File: src/hw/rtl/sfs_pkg.sv
// Shared types, codes and constants of the SPI NOR flash sequencer.
// No dependencies; imported by the sequencer, step unit, result queue and checker.
package sfs_pkg;

   localparam int unsigned PageSizeDefault = 256;  // power of two, 16 to 4096

   localparam int unsigned RSP_DEPTH = 4;

   // request / item codes
   localparam logic [2:0] CMD_READ   = 3'd0;
   localparam logic [2:0] CMD_WRITE  = 3'd1;
   localparam logic [2:0] CMD_SECTOR = 3'd2;
   localparam logic [2:0] CMD_CHIP   = 3'd3;
   localparam logic [2:0] CMD_ID     = 3'd4;
   localparam logic [2:0] CMD_RET    = 3'd5;
   localparam logic [2:0] CMD_WDATA  = 3'd6;
   localparam logic [2:0] CMD_TICK   = 3'd7;

   // result kinds
   localparam logic [2:0] KIND_SEND    = 3'd0;
   localparam logic [2:0] KIND_RELEASE = 3'd1;
   localparam logic [2:0] KIND_RDATA   = 3'd2;
   localparam logic [2:0] KIND_WANT    = 3'd3;
   localparam logic [2:0] KIND_DONE    = 3'd4;

   // done status
   localparam logic [1:0] ST_OK      = 2'd0;
   localparam logic [1:0] ST_ERROR   = 2'd1;
   localparam logic [1:0] ST_TIMEOUT = 2'd2;

   // flash opcodes
   localparam logic [7:0] OPC_READ_ID = 8'h90;
   localparam logic [7:0] OPC_RDSR    = 8'h05;
   localparam logic [7:0] OPC_WREN    = 8'h06;
   localparam logic [7:0] OPC_SE      = 8'h20;
   localparam logic [7:0] OPC_CE      = 8'hC7;
   localparam logic [7:0] OPC_PP      = 8'h02;
   localparam logic [7:0] OPC_READ    = 8'h03;
   localparam logic [7:0] OPC_DUMMY   = 8'h00;

   localparam int unsigned SR_BUSY_BIT = 0;
   localparam int unsigned SR_WEL_BIT  = 1;

   localparam logic [7:0] MAKER_A = 8'hEF;
   localparam logic [7:0] MAKER_B = 8'hC8;

   // register indexes
   localparam logic [2:0] CSR_ADDR_LIMIT  = 3'd0;
   localparam logic [2:0] CSR_WEL_POLLS   = 3'd1;
   localparam logic [2:0] CSR_WREN_TRIES  = 3'd2;
   localparam logic [2:0] CSR_PROG_TMO    = 3'd3;
   localparam logic [2:0] CSR_SECTOR_TMO  = 3'd4;
   localparam logic [2:0] CSR_CHIP_TMO    = 3'd5;
   localparam logic [2:0] CSR_SECTOR_MIN  = 3'd6;

   typedef enum logic [4:0] {
      PH_IDLE, PH_OP_SENT, PH_ADDR_H, PH_ADDR_M, PH_ADDR_L, PH_READ_DATA,
      PH_WANT_DATA, PH_DATA_SENT, PH_WREN_SENT, PH_WEL_CMD, PH_WEL_STAT,
      PH_RETRY_WAIT, PH_BUSY_WAIT, PH_BUSY_CMD, PH_BUSY_STAT, PH_SETTLE, PH_ID
   } phase_type;

   typedef struct packed {
      logic [24:0] addr_limit;
      logic [7:0]  wel_poll_limit;
      logic [5:0]  wren_retries;
      logic [15:0] program_timeout_ms;
      logic [15:0] sector_timeout_ms;
      logic [15:0] chip_timeout_ms;
      logic [15:0] sector_min_ms;
   } cfg_type;

   typedef struct packed {
      logic [2:0]  cmd;
      logic [23:0] address;
      logic [24:0] length;
      logic [7:0]  byte_value;
   } req_type;

   typedef struct packed {
      logic [2:0]  kind;
      logic [7:0]  out_byte;
      logic [1:0]  status;
      logic [24:0] byte_count;
      logic [15:0] device_id;
      logic        last;
   } rsp_type;

   function automatic rsp_type mk_rsp(logic [2:0] kind, logic [7:0] b, logic [1:0] st,
                                      logic [24:0] cnt, logic [15:0] id);
      rsp_type r;
      r.kind       = kind;
      r.out_byte   = b;
      r.status     = st;
      r.byte_count = cnt;
      r.device_id  = id;
      r.last       = 1'b0;
      return r;
   endfunction

endpackage

File: src/hw/rtl/sfs_req_if.sv
// Request channel of the SPI NOR flash sequencer: valid/ready plus one item.
// Depends on nothing.
interface sfs_req_if;
   logic        valid;
   logic        ready;
   logic [2:0]  cmd;
   logic [23:0] address;
   logic [24:0] length;
   logic [7:0]  byte_value;

   modport source (output valid, cmd, address, length, byte_value, input ready);
   modport sink   (input valid, cmd, address, length, byte_value, output ready);
endinterface

File: src/hw/rtl/sfs_rsp_if.sv
// Result channel of the SPI NOR flash sequencer: valid/ready plus one result.
// Depends on nothing.
interface sfs_rsp_if;
   logic        valid;
   logic        ready;
   logic [2:0]  kind;
   logic [7:0]  out_byte;
   logic [1:0]  status;
   logic [24:0] byte_count;
   logic [15:0] device_id;
   logic        last;

   modport source (output valid, kind, out_byte, status, byte_count, device_id, last,
                   input ready);
   modport sink   (input valid, kind, out_byte, status, byte_count, device_id, last,
                   output ready);
endinterface

File: src/hw/rtl/spi_nor_flash_sequencer.sv
// SPI NOR flash sequencer. One request, SPI return byte, write-data byte or
// millisecond tick is taken per beat on req_bus; each beat runs one step of
// the sequencer when the queue has room and queues zero to three results
// (bytes to send, chip-select release, read data, write-data request, done)
// in a four-entry queue that rsp_bus drains one result per cycle while ready
// is high. The input takes a beat every cycle while the queue holds at most
// one result, so the sustained rate is one beat per cycle, bounded by one
// result per cycle on the output. PAGE_BYTES must be a power of two.
// Depends on sfs_pkg, sfs_req_if, sfs_rsp_if, sfs_step_unit, sfs_rsp_queue.
module spi_nor_flash_sequencer #(
   parameter int unsigned PAGE_BYTES = sfs_pkg::PageSizeDefault
) (
   input  logic        clock,
   input  logic        reset,
   sfs_req_if.sink     req_bus,
   sfs_rsp_if.source   rsp_bus,
   input  logic        csr_we,
   input  logic [2:0]  csr_index,
   input  logic [24:0] csr_wdata
);
   import sfs_pkg::*;

   cfg_type    cfg_ff;
   req_type    item;
   logic       room;
   logic [1:0] push_n;
   rsp_type    push_data [3];
   rsp_type    out_data;

   // configuration registers
   always_ff @(posedge clock) begin
      if (reset) begin
         cfg_ff.addr_limit         <= 25'd1048576;
         cfg_ff.wel_poll_limit     <= 8'd99;
         cfg_ff.wren_retries       <= 6'd49;
         cfg_ff.program_timeout_ms <= 16'd49;
         cfg_ff.sector_timeout_ms  <= 16'd399;
         cfg_ff.chip_timeout_ms    <= 16'd39999;
         cfg_ff.sector_min_ms      <= 16'd60;
      end else if (csr_we) begin
         unique case (csr_index)
            CSR_ADDR_LIMIT: cfg_ff.addr_limit         <= csr_wdata;
            CSR_WEL_POLLS:  cfg_ff.wel_poll_limit     <= csr_wdata[7:0];
            CSR_WREN_TRIES: cfg_ff.wren_retries       <= csr_wdata[5:0];
            CSR_PROG_TMO:   cfg_ff.program_timeout_ms <= csr_wdata[15:0];
            CSR_SECTOR_TMO: cfg_ff.sector_timeout_ms  <= csr_wdata[15:0];
            CSR_CHIP_TMO:   cfg_ff.chip_timeout_ms    <= csr_wdata[15:0];
            CSR_SECTOR_MIN: cfg_ff.sector_min_ms      <= csr_wdata[15:0];
            default: ;
         endcase
      end
   end

   assign item.cmd        = req_bus.cmd;
   assign item.address    = req_bus.address;
   assign item.length     = req_bus.length;
   assign item.byte_value = req_bus.byte_value;

   sfs_step_unit #(.PAGE_BYTES(PAGE_BYTES)) u_step (
      .clock      (clock),
      .reset      (reset),
      .cfg        (cfg_ff),
      .item_valid (req_bus.valid),
      .item       (item),
      .item_ready (req_bus.ready),
      .room       (room),
      .push_n     (push_n),
      .push_data  (push_data)
   );

   sfs_rsp_queue u_queue (
      .clock     (clock),
      .reset     (reset),
      .push_n    (push_n),
      .push_data (push_data),
      .room      (room),
      .out_valid (rsp_bus.valid),
      .out_data  (out_data),
      .out_ready (rsp_bus.ready)
   );

   assign rsp_bus.kind       = out_data.kind;
   assign rsp_bus.out_byte   = out_data.out_byte;
   assign rsp_bus.status     = out_data.status;
   assign rsp_bus.byte_count = out_data.byte_count;
   assign rsp_bus.device_id  = out_data.device_id;
   assign rsp_bus.last       = out_data.last;
endmodule

File: src/hw/rtl/sfs_rsp_queue.sv
// Four-entry queue: up to three results in per cycle, one out when ready.
// Depends on sfs_pkg.
module sfs_rsp_queue (
   input  logic             clock,
   input  logic             reset,
   input  logic [1:0]       push_n,
   input  sfs_pkg::rsp_type push_data [3],
   output logic             room,
   output logic             out_valid,
   output sfs_pkg::rsp_type out_data,
   input  logic             out_ready
);
   import sfs_pkg::*;

   localparam int unsigned PW = $clog2(RSP_DEPTH);

   rsp_type         entry_ff [RSP_DEPTH];
   logic [PW-1:0]   wr_ptr_ff, wr_ptr_in, rd_ptr_ff, rd_ptr_in;
   logic [PW:0]     count_ff, count_in;
   logic            pop;

   // space for a full three-result beat
   assign room      = count_ff <= (PW+1)'(RSP_DEPTH - 3);
   assign out_valid = count_ff != '0;
   assign out_data  = entry_ff[rd_ptr_ff];
   assign pop       = out_valid && out_ready;

   always_comb begin
      wr_ptr_in = wr_ptr_ff + PW'(push_n);
      rd_ptr_in = rd_ptr_ff + PW'(pop);
      count_in  = count_ff + (PW+1)'(push_n) - (PW+1)'(pop);
   end

   always_ff @(posedge clock) begin
      if (reset) begin
         wr_ptr_ff <= '0;
         rd_ptr_ff <= '0;
         count_ff  <= '0;
      end else begin
         wr_ptr_ff <= wr_ptr_in;
         rd_ptr_ff <= rd_ptr_in;
         count_ff  <= count_in;
      end
   end

   // payload store
   always_ff @(posedge clock) begin
      for (int i = 0; i < 3; i++) begin
         if (2'(i) < push_n) begin
            entry_ff[wr_ptr_ff + PW'(i)] <= push_data[i];
         end
      end
   end
endmodule

File: src/hw/rtl/sfs_step_unit.sv
// Sequencer state and per-item step logic; registers one item, runs it once.
// Depends on sfs_pkg.
module sfs_step_unit #(
   parameter int unsigned PAGE_BYTES = sfs_pkg::PageSizeDefault
) (
   input  logic             clock,
   input  logic             reset,
   input  sfs_pkg::cfg_type cfg,
   input  logic             item_valid,
   input  sfs_pkg::req_type item,
   output logic             item_ready,
   input  logic             room,
   output logic [1:0]       push_n,
   output sfs_pkg::rsp_type push_data [3]
);
   import sfs_pkg::*;

   localparam int unsigned PB = $clog2(PAGE_BYTES);
   localparam int unsigned CW = PB + 1;

   logic        item_vld_ff;
   req_type     item_ff;
   logic        take;

   phase_type   phase_ff, phase_in;
   logic [2:0]  operation_ff, operation_in;
   logic [23:0] cur_address_ff, cur_address_in;
   logic [24:0] bytes_left_ff, bytes_left_in;
   logic [CW-1:0] chunk_left_ff, chunk_left_in;
   logic [24:0] bytes_done_ff, bytes_done_in;
   logic [15:0] ms_elapsed_ff, ms_elapsed_in;
   logic [7:0]  poll_count_ff, poll_count_in;
   logic [5:0]  retry_count_ff, retry_count_in;
   logic [15:0] id_value_ff, id_value_in;

   rsp_type     res [3];
   logic [1:0]  n;
   logic [24:0] span;
   logic [15:0] busy_limit;
   logic        ret, tick;
   logic [7:0]  bv;

   // bytes up to the next page boundary, capped by what is left
   function automatic logic [CW-1:0] chunk_len(logic [23:0] addr, logic [24:0] left);
      logic [CW-1:0] rm;
      rm = CW'(PAGE_BYTES) - CW'(addr[PB-1:0]);
      return (25'(rm) < left) ? rm : CW'(left);
   endfunction

   // input register
   assign take       = item_vld_ff && room;
   assign item_ready = !item_vld_ff || take;

   always_ff @(posedge clock) begin
      if (reset) begin
         item_vld_ff <= 1'b0;
      end else if (item_ready) begin
         item_vld_ff <= item_valid;
      end
   end

   always_ff @(posedge clock) begin
      if (item_ready && item_valid) begin
         item_ff <= item;
      end
   end

   assign ret  = item_ff.cmd == CMD_RET;
   assign tick = item_ff.cmd == CMD_TICK;
   assign bv   = item_ff.byte_value;
   assign span = cfg.addr_limit - 25'(item_ff.address);

   always_comb begin
      case (operation_ff)
         CMD_WRITE:  busy_limit = cfg.program_timeout_ms;
         CMD_SECTOR: busy_limit = cfg.sector_timeout_ms;
         default:    busy_limit = cfg.chip_timeout_ms;
      endcase
   end

   // one step of the sequencer
   always_comb begin
      phase_in       = phase_ff;
      operation_in   = operation_ff;
      cur_address_in = cur_address_ff;
      bytes_left_in  = bytes_left_ff;
      chunk_left_in  = chunk_left_ff;
      bytes_done_in  = bytes_done_ff;
      ms_elapsed_in  = ms_elapsed_ff;
      poll_count_in  = poll_count_ff;
      retry_count_in = retry_count_ff;
      id_value_in    = id_value_ff;
      for (int i = 0; i < 3; i++) res[i] = '0;
      n = 2'd0;
      if (take) begin
         unique case (phase_ff)
            PH_IDLE: begin
               if (item_ff.cmd <= CMD_ID) begin
                  operation_in   = item_ff.cmd;
                  cur_address_in = item_ff.address;
                  bytes_done_in  = '0;
                  case (item_ff.cmd) inside
                     CMD_READ, CMD_WRITE: begin
                        if (25'(item_ff.address) > cfg.addr_limit) begin
                           res[n] = mk_rsp(KIND_DONE, '0, ST_OK, '0, '0); n = n + 2'd1;
                           phase_in = PH_IDLE;
                        end else begin
                           bytes_left_in = (span < item_ff.length) ? span : item_ff.length;
                           if (item_ff.cmd == CMD_READ) begin
                              res[n] = mk_rsp(KIND_SEND, OPC_READ, ST_OK, '0, '0);
                              n = n + 2'd1;
                              phase_in = PH_OP_SENT;
                           end else if (bytes_left_in == '0) begin
                              res[n] = mk_rsp(KIND_DONE, '0, ST_OK, '0, '0); n = n + 2'd1;
                              phase_in = PH_IDLE;
                           end else begin
                              chunk_left_in  = chunk_len(item_ff.address, bytes_left_in);
                              retry_count_in = '0;
                              poll_count_in  = '0;
                              res[n] = mk_rsp(KIND_SEND, OPC_WREN, ST_OK, '0, '0);
                              n = n + 2'd1;
                              phase_in = PH_WREN_SENT;
                           end
                        end
                     end
                     CMD_SECTOR, CMD_CHIP: begin
                        retry_count_in = '0;
                        poll_count_in  = '0;
                        res[n] = mk_rsp(KIND_SEND, OPC_WREN, ST_OK, '0, '0); n = n + 2'd1;
                        phase_in = PH_WREN_SENT;
                     end
                     default: begin
                        id_value_in   = '0;
                        poll_count_in = '0;
                        res[n] = mk_rsp(KIND_SEND, OPC_READ_ID, ST_OK, '0, '0);
                        n = n + 2'd1;
                        phase_in = PH_ID;
                     end
                  endcase
               end
            end
            PH_OP_SENT: begin
               if (ret) begin
                  res[n] = mk_rsp(KIND_SEND, cur_address_ff[23:16], ST_OK, '0, '0);
                  n = n + 2'd1;
                  phase_in = PH_ADDR_H;
               end
            end
            PH_ADDR_H: begin
               if (ret) begin
                  res[n] = mk_rsp(KIND_SEND, cur_address_ff[15:8], ST_OK, '0, '0);
                  n = n + 2'd1;
                  phase_in = PH_ADDR_M;
               end
            end
            PH_ADDR_M: begin
               if (ret) begin
                  res[n] = mk_rsp(KIND_SEND, cur_address_ff[7:0], ST_OK, '0, '0);
                  n = n + 2'd1;
                  phase_in = PH_ADDR_L;
               end
            end
            PH_ADDR_L: begin
               if (ret) begin
                  if (operation_ff == CMD_READ) begin
                     if (bytes_left_ff != '0) begin
                        res[n] = mk_rsp(KIND_SEND, OPC_DUMMY, ST_OK, '0, '0); n = n + 2'd1;
                        phase_in = PH_READ_DATA;
                     end else begin
                        res[n] = mk_rsp(KIND_RELEASE, '0, ST_OK, '0, '0); n = n + 2'd1;
                        res[n] = mk_rsp(KIND_DONE, '0, ST_OK, '0, '0); n = n + 2'd1;
                        phase_in = PH_IDLE;
                     end
                  end else if (operation_ff == CMD_WRITE) begin
                     res[n] = mk_rsp(KIND_WANT, '0, ST_OK, '0, '0); n = n + 2'd1;
                     phase_in = PH_WANT_DATA;
                  end else begin
                     res[n] = mk_rsp(KIND_RELEASE, '0, ST_OK, '0, '0); n = n + 2'd1;
                     ms_elapsed_in = '0;
                     phase_in = PH_BUSY_WAIT;
                  end
               end
            end
            PH_READ_DATA: begin
               if (ret) begin
                  res[n] = mk_rsp(KIND_RDATA, bv, ST_OK, '0, '0); n = n + 2'd1;
                  bytes_done_in = bytes_done_ff + 25'd1;
                  bytes_left_in = bytes_left_ff - 25'd1;
                  if (bytes_left_in != '0) begin
                     res[n] = mk_rsp(KIND_SEND, OPC_DUMMY, ST_OK, '0, '0); n = n + 2'd1;
                  end else begin
                     res[n] = mk_rsp(KIND_RELEASE, '0, ST_OK, '0, '0); n = n + 2'd1;
                     res[n] = mk_rsp(KIND_DONE, '0, ST_OK, bytes_done_in, '0);
                     n = n + 2'd1;
                     phase_in = PH_IDLE;
                  end
               end
            end
            PH_WANT_DATA: begin
               if (item_ff.cmd == CMD_WDATA) begin
                  res[n] = mk_rsp(KIND_SEND, bv, ST_OK, '0, '0); n = n + 2'd1;
                  phase_in = PH_DATA_SENT;
               end
            end
            PH_DATA_SENT: begin
               if (ret) begin
                  cur_address_in = cur_address_ff + 24'd1;
                  bytes_left_in  = bytes_left_ff - 25'd1;
                  bytes_done_in  = bytes_done_ff + 25'd1;
                  if (chunk_left_ff != '0) chunk_left_in = chunk_left_ff - CW'(1);
                  if (chunk_left_in != '0 && bytes_left_in != '0) begin
                     res[n] = mk_rsp(KIND_WANT, '0, ST_OK, '0, '0); n = n + 2'd1;
                     phase_in = PH_WANT_DATA;
                  end else begin
                     res[n] = mk_rsp(KIND_RELEASE, '0, ST_OK, '0, '0); n = n + 2'd1;
                     ms_elapsed_in = '0;
                     phase_in = PH_BUSY_WAIT;
                  end
               end
            end
            PH_WREN_SENT: begin
               if (ret) begin
                  res[n] = mk_rsp(KIND_RELEASE, '0, ST_OK, '0, '0); n = n + 2'd1;
                  res[n] = mk_rsp(KIND_SEND, OPC_RDSR, ST_OK, '0, '0); n = n + 2'd1;
                  phase_in = PH_WEL_CMD;
               end
            end
            PH_WEL_CMD: begin
               if (ret) begin
                  res[n] = mk_rsp(KIND_SEND, OPC_DUMMY, ST_OK, '0, '0); n = n + 2'd1;
                  phase_in = PH_WEL_STAT;
               end
            end
            PH_WEL_STAT: begin
               if (ret) begin
                  res[n] = mk_rsp(KIND_RELEASE, '0, ST_OK, '0, '0); n = n + 2'd1;
                  if (bv[SR_WEL_BIT]) begin
                     if (operation_ff == CMD_WRITE) begin
                        res[n] = mk_rsp(KIND_SEND, OPC_PP, ST_OK, '0, '0); n = n + 2'd1;
                        phase_in = PH_OP_SENT;
                     end else if (operation_ff == CMD_SECTOR) begin
                        res[n] = mk_rsp(KIND_SEND, OPC_SE, ST_OK, '0, '0); n = n + 2'd1;
                        phase_in = PH_OP_SENT;
                     end else begin
                        res[n] = mk_rsp(KIND_SEND, OPC_CE, ST_OK, '0, '0); n = n + 2'd1;
                        phase_in = PH_ADDR_L;
                     end
                  end else if ({1'b0, poll_count_ff} + 9'd1 >= {1'b0, cfg.wel_poll_limit})
                  begin
                     if (operation_ff == CMD_WRITE) begin
                        retry_count_in = retry_count_ff + 6'd1;
                        if (retry_count_in >= cfg.wren_retries) begin
                           res[n] = mk_rsp(KIND_DONE, '0, ST_ERROR, '0, '0); n = n + 2'd1;
                           phase_in = PH_IDLE;
                        end else begin
                           phase_in = PH_RETRY_WAIT;
                        end
                     end else begin
                        res[n] = mk_rsp(KIND_DONE, '0, ST_ERROR, '0, '0); n = n + 2'd1;
                        phase_in = PH_IDLE;
                     end
                  end else begin
                     poll_count_in = poll_count_ff + 8'd1;
                     res[n] = mk_rsp(KIND_SEND, OPC_RDSR, ST_OK, '0, '0); n = n + 2'd1;
                     phase_in = PH_WEL_CMD;
                  end
               end
            end
            PH_RETRY_WAIT: begin
               if (tick) begin
                  poll_count_in = '0;
                  res[n] = mk_rsp(KIND_SEND, OPC_WREN, ST_OK, '0, '0); n = n + 2'd1;
                  phase_in = PH_WREN_SENT;
               end
            end
            PH_BUSY_WAIT: begin
               if (tick) begin
                  if (ms_elapsed_ff != 16'hFFFF) ms_elapsed_in = ms_elapsed_ff + 16'd1;
                  res[n] = mk_rsp(KIND_SEND, OPC_RDSR, ST_OK, '0, '0); n = n + 2'd1;
                  phase_in = PH_BUSY_CMD;
               end
            end
            PH_BUSY_CMD: begin
               if (ret) begin
                  res[n] = mk_rsp(KIND_SEND, OPC_DUMMY, ST_OK, '0, '0); n = n + 2'd1;
                  phase_in = PH_BUSY_STAT;
               end
            end
            PH_BUSY_STAT: begin
               if (ret) begin
                  res[n] = mk_rsp(KIND_RELEASE, '0, ST_OK, '0, '0); n = n + 2'd1;
                  if (bv[SR_BUSY_BIT]) begin
                     if (ms_elapsed_ff >= busy_limit) begin
                        res[n] = mk_rsp(KIND_DONE, '0, ST_TIMEOUT, '0, '0); n = n + 2'd1;
                        phase_in = PH_IDLE;
                     end else begin
                        phase_in = PH_BUSY_WAIT;
                     end
                  end else if (operation_ff == CMD_WRITE) begin
                     if (bytes_left_ff == '0) begin
                        res[n] = mk_rsp(KIND_DONE, '0, ST_OK, bytes_done_ff, '0);
                        n = n + 2'd1;
                        phase_in = PH_IDLE;
                     end else begin
                        chunk_left_in  = chunk_len(cur_address_ff, bytes_left_ff);
                        retry_count_in = '0;
                        poll_count_in  = '0;
                        res[n] = mk_rsp(KIND_SEND, OPC_WREN, ST_OK, '0, '0); n = n + 2'd1;
                        phase_in = PH_WREN_SENT;
                     end
                  end else if (operation_ff == CMD_SECTOR && ms_elapsed_ff < cfg.sector_min_ms)
                  begin
                     phase_in = PH_SETTLE;
                  end else begin
                     res[n] = mk_rsp(KIND_DONE, '0, ST_OK, '0, '0); n = n + 2'd1;
                     phase_in = PH_IDLE;
                  end
               end
            end
            PH_SETTLE: begin
               if (tick) begin
                  if (ms_elapsed_ff != 16'hFFFF) ms_elapsed_in = ms_elapsed_ff + 16'd1;
                  if (ms_elapsed_in >= cfg.sector_min_ms) begin
                     res[n] = mk_rsp(KIND_DONE, '0, ST_OK, '0, '0); n = n + 2'd1;
                     phase_in = PH_IDLE;
                  end
               end
            end
            PH_ID: begin
               if (ret) begin
                  poll_count_in = poll_count_ff + 8'd1;
                  if (poll_count_in == 8'd5) id_value_in = {bv, 8'h00};
                  if (poll_count_in >= 8'd6) begin
                     id_value_in = {id_value_ff[15:8], bv};
                     res[n] = mk_rsp(KIND_RELEASE, '0, ST_OK, '0, '0); n = n + 2'd1;
                     res[n] = mk_rsp(KIND_DONE, '0,
                                     (id_value_in[15:8] == MAKER_A ||
                                      id_value_in[15:8] == MAKER_B) ? ST_OK : ST_ERROR,
                                     '0, id_value_in);
                     n = n + 2'd1;
                     phase_in = PH_IDLE;
                  end else begin
                     res[n] = mk_rsp(KIND_SEND, OPC_DUMMY, ST_OK, '0, '0); n = n + 2'd1;
                  end
               end
            end
            default: phase_in = PH_IDLE;
         endcase
      end
      // flag the final result of this beat
      if (n != 2'd0) res[n - 2'd1].last = 1'b1;
   end

   assign push_n    = n;
   assign push_data = res;

   always_ff @(posedge clock) begin
      if (reset) begin
         phase_ff       <= PH_IDLE;
         operation_ff   <= '0;
         cur_address_ff <= '0;
         bytes_left_ff  <= '0;
         chunk_left_ff  <= '0;
         bytes_done_ff  <= '0;
         ms_elapsed_ff  <= '0;
         poll_count_ff  <= '0;
         retry_count_ff <= '0;
         id_value_ff    <= '0;
      end else begin
         phase_ff       <= phase_in;
         operation_ff   <= operation_in;
         cur_address_ff <= cur_address_in;
         bytes_left_ff  <= bytes_left_in;
         chunk_left_ff  <= chunk_left_in;
         bytes_done_ff  <= bytes_done_in;
         ms_elapsed_ff  <= ms_elapsed_in;
         poll_count_ff  <= poll_count_in;
         retry_count_ff <= retry_count_in;
         id_value_ff    <= id_value_in;
      end
   end
endmodule

File: src/flat_wrapper.sv
// flat-port wrapper written by rule: the top's interface ports become plain ports
module spi_nor_flash_sequencer_flat import sfs_pkg::*;
#(
   parameter int unsigned PAGE_BYTES = sfs_pkg::PageSizeDefault
)
  (clock, reset, csr_we, csr_index, csr_wdata, req_bus_valid, req_bus_cmd, req_bus_address, req_bus_length, req_bus_byte_value, req_bus_ready, rsp_bus_valid, rsp_bus_kind, rsp_bus_out_byte, rsp_bus_status, rsp_bus_byte_count, rsp_bus_device_id, rsp_bus_last, rsp_bus_ready);
  sfs_req_if req_bus_i ();
  sfs_rsp_if rsp_bus_i ();
  input  logic clock;
  input  logic reset;
  input  logic csr_we;
  input  logic [2:0] csr_index;
  input  logic [24:0] csr_wdata;
  input wire logic [$bits(req_bus_i.valid)-1:0] req_bus_valid;
  input wire logic [$bits(req_bus_i.cmd)-1:0] req_bus_cmd;
  input wire logic [$bits(req_bus_i.address)-1:0] req_bus_address;
  input wire logic [$bits(req_bus_i.length)-1:0] req_bus_length;
  input wire logic [$bits(req_bus_i.byte_value)-1:0] req_bus_byte_value;
  output wire logic [$bits(req_bus_i.ready)-1:0] req_bus_ready;
  output wire logic [$bits(rsp_bus_i.valid)-1:0] rsp_bus_valid;
  output wire logic [$bits(rsp_bus_i.kind)-1:0] rsp_bus_kind;
  output wire logic [$bits(rsp_bus_i.out_byte)-1:0] rsp_bus_out_byte;
  output wire logic [$bits(rsp_bus_i.status)-1:0] rsp_bus_status;
  output wire logic [$bits(rsp_bus_i.byte_count)-1:0] rsp_bus_byte_count;
  output wire logic [$bits(rsp_bus_i.device_id)-1:0] rsp_bus_device_id;
  output wire logic [$bits(rsp_bus_i.last)-1:0] rsp_bus_last;
  input wire logic [$bits(rsp_bus_i.ready)-1:0] rsp_bus_ready;
  assign req_bus_i.valid = req_bus_valid;
  assign req_bus_i.cmd = req_bus_cmd;
  assign req_bus_i.address = req_bus_address;
  assign req_bus_i.length = req_bus_length;
  assign req_bus_i.byte_value = req_bus_byte_value;
  assign req_bus_ready = req_bus_i.ready;
  assign rsp_bus_valid = rsp_bus_i.valid;
  assign rsp_bus_kind = rsp_bus_i.kind;
  assign rsp_bus_out_byte = rsp_bus_i.out_byte;
  assign rsp_bus_status = rsp_bus_i.status;
  assign rsp_bus_byte_count = rsp_bus_i.byte_count;
  assign rsp_bus_device_id = rsp_bus_i.device_id;
  assign rsp_bus_last = rsp_bus_i.last;
  assign rsp_bus_i.ready = rsp_bus_ready;
  spi_nor_flash_sequencer #(.PAGE_BYTES(PAGE_BYTES)) u_core (.clock(clock), .reset(reset), .req_bus(req_bus_i), .rsp_bus(rsp_bus_i), .csr_we(csr_we), .csr_index(csr_index), .csr_wdata(csr_wdata));
endmodule
File: config.mk
export PLATFORM = sky130hd
export DESIGN_NAME = spi_nor_flash_sequencer_flat
export DESIGN_NICKNAME = d
export VERILOG_FILES = /design/src/hw/rtl/sfs_pkg.sv /design/src/hw/rtl/sfs_req_if.sv /design/src/hw/rtl/sfs_rsp_if.sv /design/src/hw/rtl/spi_nor_flash_sequencer.sv /design/src/hw/rtl/sfs_rsp_queue.sv /design/src/hw/rtl/sfs_step_unit.sv /design/src/flat_wrapper.sv
export SDC_FILE = /design/constraint.sdc
export NUM_CORES = 1
export LEC_CHECK = 0
export BUFFER_PORTS_ARGS = -buffer_cell sky130_fd_sc_hd__clkbuf_2
export CAP_MARGIN = 40
export CORE_ASPECT_RATIO = 1.25
export CORE_MARGIN = 2
export CORE_UTILIZATION = 40
export DETAILED_ROUTE_END_ITERATION = 16
export PLACE_DENSITY = 0.55
export SETUP_SLACK_MARGIN = 0.02
export SLEW_MARGIN = 20
export SYNTH_ARGS = -nofsm -noshare
export SYNTH_HDL_FRONTEND = slang
export SYNTH_SLANG_ARGS = --single-unit
File: constraint.sdc
create_clock -name clock -period 22.3 [get_ports clock]
set_clock_uncertainty 0.15 [all_clocks]
set_input_delay 2.23 -clock clock [delete_from_list [all_inputs] [get_ports clock]]
set_output_delay 2.23 -clock clock [all_outputs]
set_load 0.02 [all_outputs]
# --- Word-level counts from Yosys, hierarchy flattened ---
# Memory sizes are Yosys's and may differ from the RTL's. A register that Yosys moved wholly into a read port is not among the register bits.
# Index checks and enable logic that the tools add are counted.
classes:
  bitwise: 1
  n_mul: 0
  n_addsub: 18
  n_eq_ne: 77
  div: 0
  magnitude_cmp: 17
  n_shift: 0
  reduce_logical: 50
  n_mux: 203
op_table:
  columns: ["cell", "count"]
  rows:
  - ["$mux W55", 22]
  - ["$pmux W55 S15", 1]
  - ["$mux W108", 4]
  - ["$mux W52", 7]
  - ["$mux W165", 2]
  - ["$pmux W55 S6", 1]
  - ["$mux W16", 16]
  - ["$mux W25", 7]
  - ["$bwmux W165", 1]
  - ["$mux W164", 1]
  - ["$mux W54", 3]
  - ["$mux W53", 3]
  - ["$mux W9", 16]
  - ["$mux W5", 27]
  - ["$mux W8", 14]
  - ["$demux W55 S2", 1]
  - ["$mux W110", 1]
  - ["$pmux W25 S2", 2]
  - ["$mux W47", 2]
  - ["$pmux W5 S17", 1]
  - ["$mux W6", 14]
  - ["$ne A2 B2 Y1 const B", 37]
  - ["$pmux W16 S2", 2]
  - ["$pmux W16 S4", 1]
  - ["other kinds (79)", 180]
word_totals:
  elab_cells: 392
  latch_bits: 0
  n_memories: 1
  mem_bits_rw: 220
  out_inout_bits: 57
  regBits: 300
  in_bits: 93
  romBits: 0
memory_table:
  columns: ["name", "words", "word_bits", "read_ports", "rd_clocked_by_memory_dff", "wr", "line", "text"]
  rows:
  - ["u_core.u_queue.entry_ff", 4, 55, 1, 1, 3, "sfs_rsp_queue.sv:17", "rsp_type entry_ff [RSP_DEPTH];"]

# --- Depth between registers and ports, before layout ---
depth:
  depth_word: 18
  depth_mapped: 32
  mapped_depth_nobuf: 29

# --- Cells and area by module ---
# A second synthesis with hierarchy kept.
hier_totals:
  hier_cells: 3990
  area_unflattened_um2: 34237.8
by_module_without_submodules:
  columns: ["module", "cells_per_inst", "seq_area_each_um2", "area_per_inst_um2", "instances"]
  rows:
  - ["sfs_step_unit", 2275, 4404.2, 17174.0, 1]
  - ["sfs_rsp_queue", 1323, 6746.5, 12897.4, 1]
  - ["spi_nor_flash_sequencer", 392, 2062.0, 4166.5, 1]

# --- Least setup slack after synthesis ---
# No wires, ideal clock.
synth_path:
  path_type: "register to register"
  from: "reg u_core.u_step.ms_elapsed_ff[3]"
  to: "mem u_core.u_queue.entry_ff[2][0] in the netlist's numbering, enable pin"
  slack_ns: 13.661
  required_ns: 21.606
  path_buffers: 3
  synth_period_minus_slack_ns: 8.639
  setup_ns: 0.544
  stages_incl_launch_ff: 23
  arrival_ns: 7.946
  path_cell_list: "dfxtp_1 -> clkbuf_1 -> and4_1 -> and2_1 -> nand3_1 -> nor2_1 -> and3_1 -> clkbuf_1 -> nor2_1 -> and3_1 -> xor2_1 -> ha_1 -> nand4_1 -> a211oi_1 -> a221oi_1 -> o21ai_0 -> a31oi_1 -> o31a_1 -> o311a_4 -> buf_2 -> o21ai_0 -> a21oi_1 -> o21ai_0"
synth_lines:
  columns: ["element", "line", "text"]
  rows:
  - ["start, declared", "sfs_step_unit.sv:31", "logic [15:0] ms_elapsed_ff, ms_elapsed_in;"]
  - ["start signal, assigned", "sfs_step_unit.sv:376", "ms_elapsed_ff <= ms_elapsed_in;"]
  - ["end, declared", "sfs_rsp_queue.sv:17", null]

# --- Worst setup path after layout ---
layout_path:
  from: "reg u_core.u_step.item_ff[38] in the netlist's numbering"
  to: "reg u_core.u_step.chunk_left_ff[1]"
layout_between:
  elab_chain_cells: 11
  elab_cells_between_ends: 17
  classes_between: "add/sub: 2; order compare: 3; eq/ne: 2; mux: 8; reduce/logical: 2"
layout_lines:
  columns: ["element", "line", "text"]
  rows:
  - ["start, declared", "sfs_step_unit.sv:22", "req_type item_ff;"]
  - ["start signal, assigned", "sfs_step_unit.sv:64", "item_ff <= item;"]
  - ["$sub A25 B24 Y25", "sfs_step_unit.sv:71", "assign span = cfg.addr_limit - 25'(item_ff.address);"]
  - ["$lt A25 B25 Y1", "sfs_step_unit.sv:108", "bytes_left_in = (span < item_ff.length) ? span : item_ff.length;"]
  - ["$mux W25", "sfs_step_unit.sv:108", null]
  - ["$lt A9 B25 Y1", "sfs_step_unit.sv:47", "return (25'(rm) < left) ? rm : CW'(left);"]
  - ["$mux W9", "sfs_step_unit.sv:47", null]
  - ["$mux W9", "sfs_step_unit.sv:113", "end else if (bytes_left_in == '0) begin"]
  - ["$mux W9", "sfs_step_unit.sv:109", "if (item_ff.cmd == CMD_READ) begin"]
  - ["$mux W9", "sfs_step_unit.sv:104", "if (25'(item_ff.address) > cfg.addr_limit) begin"]
  - ["$mux W9", "sfs_step_unit.sv:102", "case (item_ff.cmd) inside"]
  - ["$mux W9", "sfs_step_unit.sv:98", "if (item_ff.cmd <= CMD_ID) begin"]
  - ["$pmux W9 S3", "sfs_step_unit.sv:96", "unique case (phase_ff)"]
  - ["end signal, assigned", "sfs_step_unit.sv:374", "chunk_left_ff <= chunk_left_in;"]
  - ["end, declared", "sfs_step_unit.sv:29", "logic [CW-1:0] chunk_left_ff, chunk_left_in;"]
# Parallel ways exist; a longest one is shown, timed or not. The select of a mux whose other input is x is not followed.
# A chain may end at the register's enable or synchronous reset.

==> metrics.txt <==
status=finished clean; cell taking the most area after synthesis=sky130_fd_sc_hd__edfxtp_1; Post-synth EDFFs=280; number of cells produced by synthesis=3470; CP max-delay cell=sky130_fd_sc_hd__a211oi_1; number of buffer cells added on primary ports=149; area used by multi-input combinational logic=~0.017 mm^2; all-layer global routing usage=0.2458; hold crit path type=reg2reg; ys flop type=sky130_fd_sc_hd__edfxtp_1; total power density per cell area=between 80 and 90 mW/mm^2; hold violation count in the final report=0; count of cells resized by post-cts repair=0; area inside the core boundary=0.07717 mm^2; clock transition at the registers of the reported paths=around 0.07 ns; length in cells of the worst reg-to-reg path=26; Placer Congestion=~0.95; final count of pins violating max slew=0; core occupancy in the finished layout=0.4529; dominant cell by count in the synthesized netlist=sky130_fd_sc_hd__nand2_1; overall power consumption=approximately 3 mW; Crit path top cell by count=sky130_fd_sc_hd__ha_1; endpoint kind of the worst setup timing path=flip-flop; number of antenna violations at the first check in global routing=0; sequential element share of the synthesized area=0.4249; largest cells by area after synthesis=sky130_fd_sc_hd__edfxtp_1 27%, sky130_fd_sc_hd__dfxtp_1 15%, sky130_fd_sc_hd__ha_1 5.7%, sky130_fd_sc_hd__nand2_1 5.5%, sky130_fd_sc_hd__a21oi_1 4.8%; clock sink count=520; master cell of the clock root buffer=sky130_fd_sc_hd__clkbuf_16; starting density of the core=0.4030; hpwl dp=between 70000 and 80000 um; largest net degree at the start of global routing=just over 70; clock buffer count from CTS=56; number of synthesized register bits=520; synthesized area per cell=around 9.0 um^2; Setup violations, final=0; area growth from synthesis to layout=12.38%; final sum of negative setup slack=0 ns; buffer depth of the longest clock path=3; minimum clock period after layout=~6.8 ns; H-tree depth=2; clock tree from TritonCTS=yes; Static Leakage=12.90 nW; startpoint type of the worst setup path=flip-flop; global route overflow=0; Worst Path Arrival=7.27 ns; Via density=between 5 and 6; wire length of the first global-routing pass=152800 um; ratio of cells with drive above 1 in the final layout=0.1293; vias in the first global route=approximately 26000; post-CTS setup buffers=0; Synth top area share=0.2704; clock latency on the worst-skew pair=~0.65 ns; Seq. cell area=0.01322 mm^2; worst slew pin tran=0.8411 ns; cell depth of the worst min-delay path=2; maxcap violations=0; fill count=about 7600; number of antenna diodes=0; Post-synth ARST share=0; number of remaining DRC errors=0; WL/cell=between 20 and 25 um; RSZ-0062 raised after global routing=no; share of the clock period used by the worst path=0.3069; Top-Level Pins=150; critical path data required time=approximately 23 ns; TritonRoute pass-1 iters=6; cell row count=114; Total Die Area=~0.08 mm^2; vias after detailed routing=roughly 26000; Synth cell types=105; Die Span X=253.4 um; peak supply drop=roughly 0.000065 V; Mapped Nets=3707; Syn. warnings=0; Iteration-0 DRC Markers=slightly below 2000; pre-CTS setup slack=15.69 ns; Post-Route WL=roughly 99000 um; CP max FO=11; post-synthesis instance area=slightly above 0.03 mm^2; highest cell delay on the worst timing path=about 0.55 ns; die height=315.7 um; number of nets at the end of the flow=3754; hold_buf cts=0; most numerous cell types in the synthesized netlist=456 x sky130_fd_sc_hd__nand2_1, 340 x sky130_fd_sc_hd__nor2_1, 301 x sky130_fd_sc_hd__a21oi_1; headroom to the max-slew limit=0.4393; remaining antenna violation count=0; Critical Setup Path Class=reg2reg; top achievable clock speed=between 100 and 150 MHz; post-layout worst setup margin=roughly 15 ns
[metrics by stage]
stage / hold WS (ns) / instance area, um^2 / instances
3_3_place_gp: 0.2915 / 32730 / 4478
5_1_grt: 0.3181 / 34950 / 4608
3_5_place_dp: 0.2970 / 33010 / 4497
4_1_cts: 0.3055 / 34880 / 4602
2_1_floorplan: 0.2860 / 31100 / 3470
6_report: 0.3048 / 34950 / 4608
[state kept, by name, summed over array words and instances (netlist names), 9 cells and up]
signal,count
u_core.u_step.chunk_left_ff,9
u_core.u_step.item_ff,52
u_core.u_queue.entry_ff,220
u_core.u_step.cur_address_ff,24
u_core.cfg_ff,103
u_core.u_step.ms_elapsed_ff,16
u_core.u_step.bytes_left_ff,25
u_core.u_step.bytes_done_ff,25
[cell families after synthesis]
kind of cell	after synthesis	share of synthesized area
mux	125	0.06317
xor+xnor	66	0.01859
simple gates	1294	0.1942
buf+inv	365	0.04647
fa+ha+maj	144	0.05842
flops	520	0.4249
compound gates	956	0.1943
[worst paths after layout]
check,from,to,slack [ns]
setup / recovery,u_core.u_step.item_ff[38]$_DFFE_PP_,u_core.u_step.chunk_left_ff[1]$_SDFFE_PP0P_,15.46
hold / removal,u_core.cfg_ff[78]$_SDFFE_PP0P_,u_core.cfg_ff[78]$_SDFFE_PP0P_,0.30
setup reg to reg,u_core.u_step.item_ff[38]$_DFFE_PP_,u_core.u_step.chunk_left_ff[1]$_SDFFE_PP0P_,15.46
hold reg to reg,u_core.cfg_ff[78]$_SDFFE_PP0P_,u_core.cfg_ff[78]$_SDFFE_PP0P_,0.30
[where the power goes]
group / internal (mW) / switching [mW]
Clock: 0.551 / 0.410
Combinational: 0.368 / 0.615
Sequential: 1.07 / 0.0645
[layout make-up]
class | count | share of cell area
clock inverter | 32 | 0.01024
timing repair buffer | 222 | 0.04146
tap | 1044 | 0.03738
sequential | 520 | 0.3782
clock buffer | 73 | 0.04336
inverter | 132 | 0.01418
multi-input combinational | 2585 | 0.4752
[worst max-delay path: cells and delay by family, from the launching register on]
family | cells | cell delay (ns)
muxes | 1 | 0.28
buffers and inverters | 2 | 0.16
DFF | 1 | 0.39
AOI/OAI and AO/OA | 12 | 3.20
and+or+nand+nor | 7 | 1.27
adders and majority gates | 3 | 1.07
xor gates and xnor gates | 1 | 0.23
[metal layers]
metal  track usage  vias up  part of all wire
met4       0.09602        0             0.040
li1              -    12812                 -
met3       0.03005      210             0.048
met5             0        -                 0
met2        0.4316      782              0.50
met1        0.3070    12647              0.41
[cells in the final DEF (no fill, tap or decap), drive strengths merged, types with 50 or more instances in the layout]
master	n
a21o	55
mux2i	53
nor2	343
dfxtp	240
nor3	99
a21oi	301
buf	69
nand3	103
ha	142
o22ai	66
o21ai	223
nand2	457
clkbuf	225
mux4	55
edfxtp	280
inv	133
a22oi	50
No activity file was read; power rests on OpenSTA's default activity.
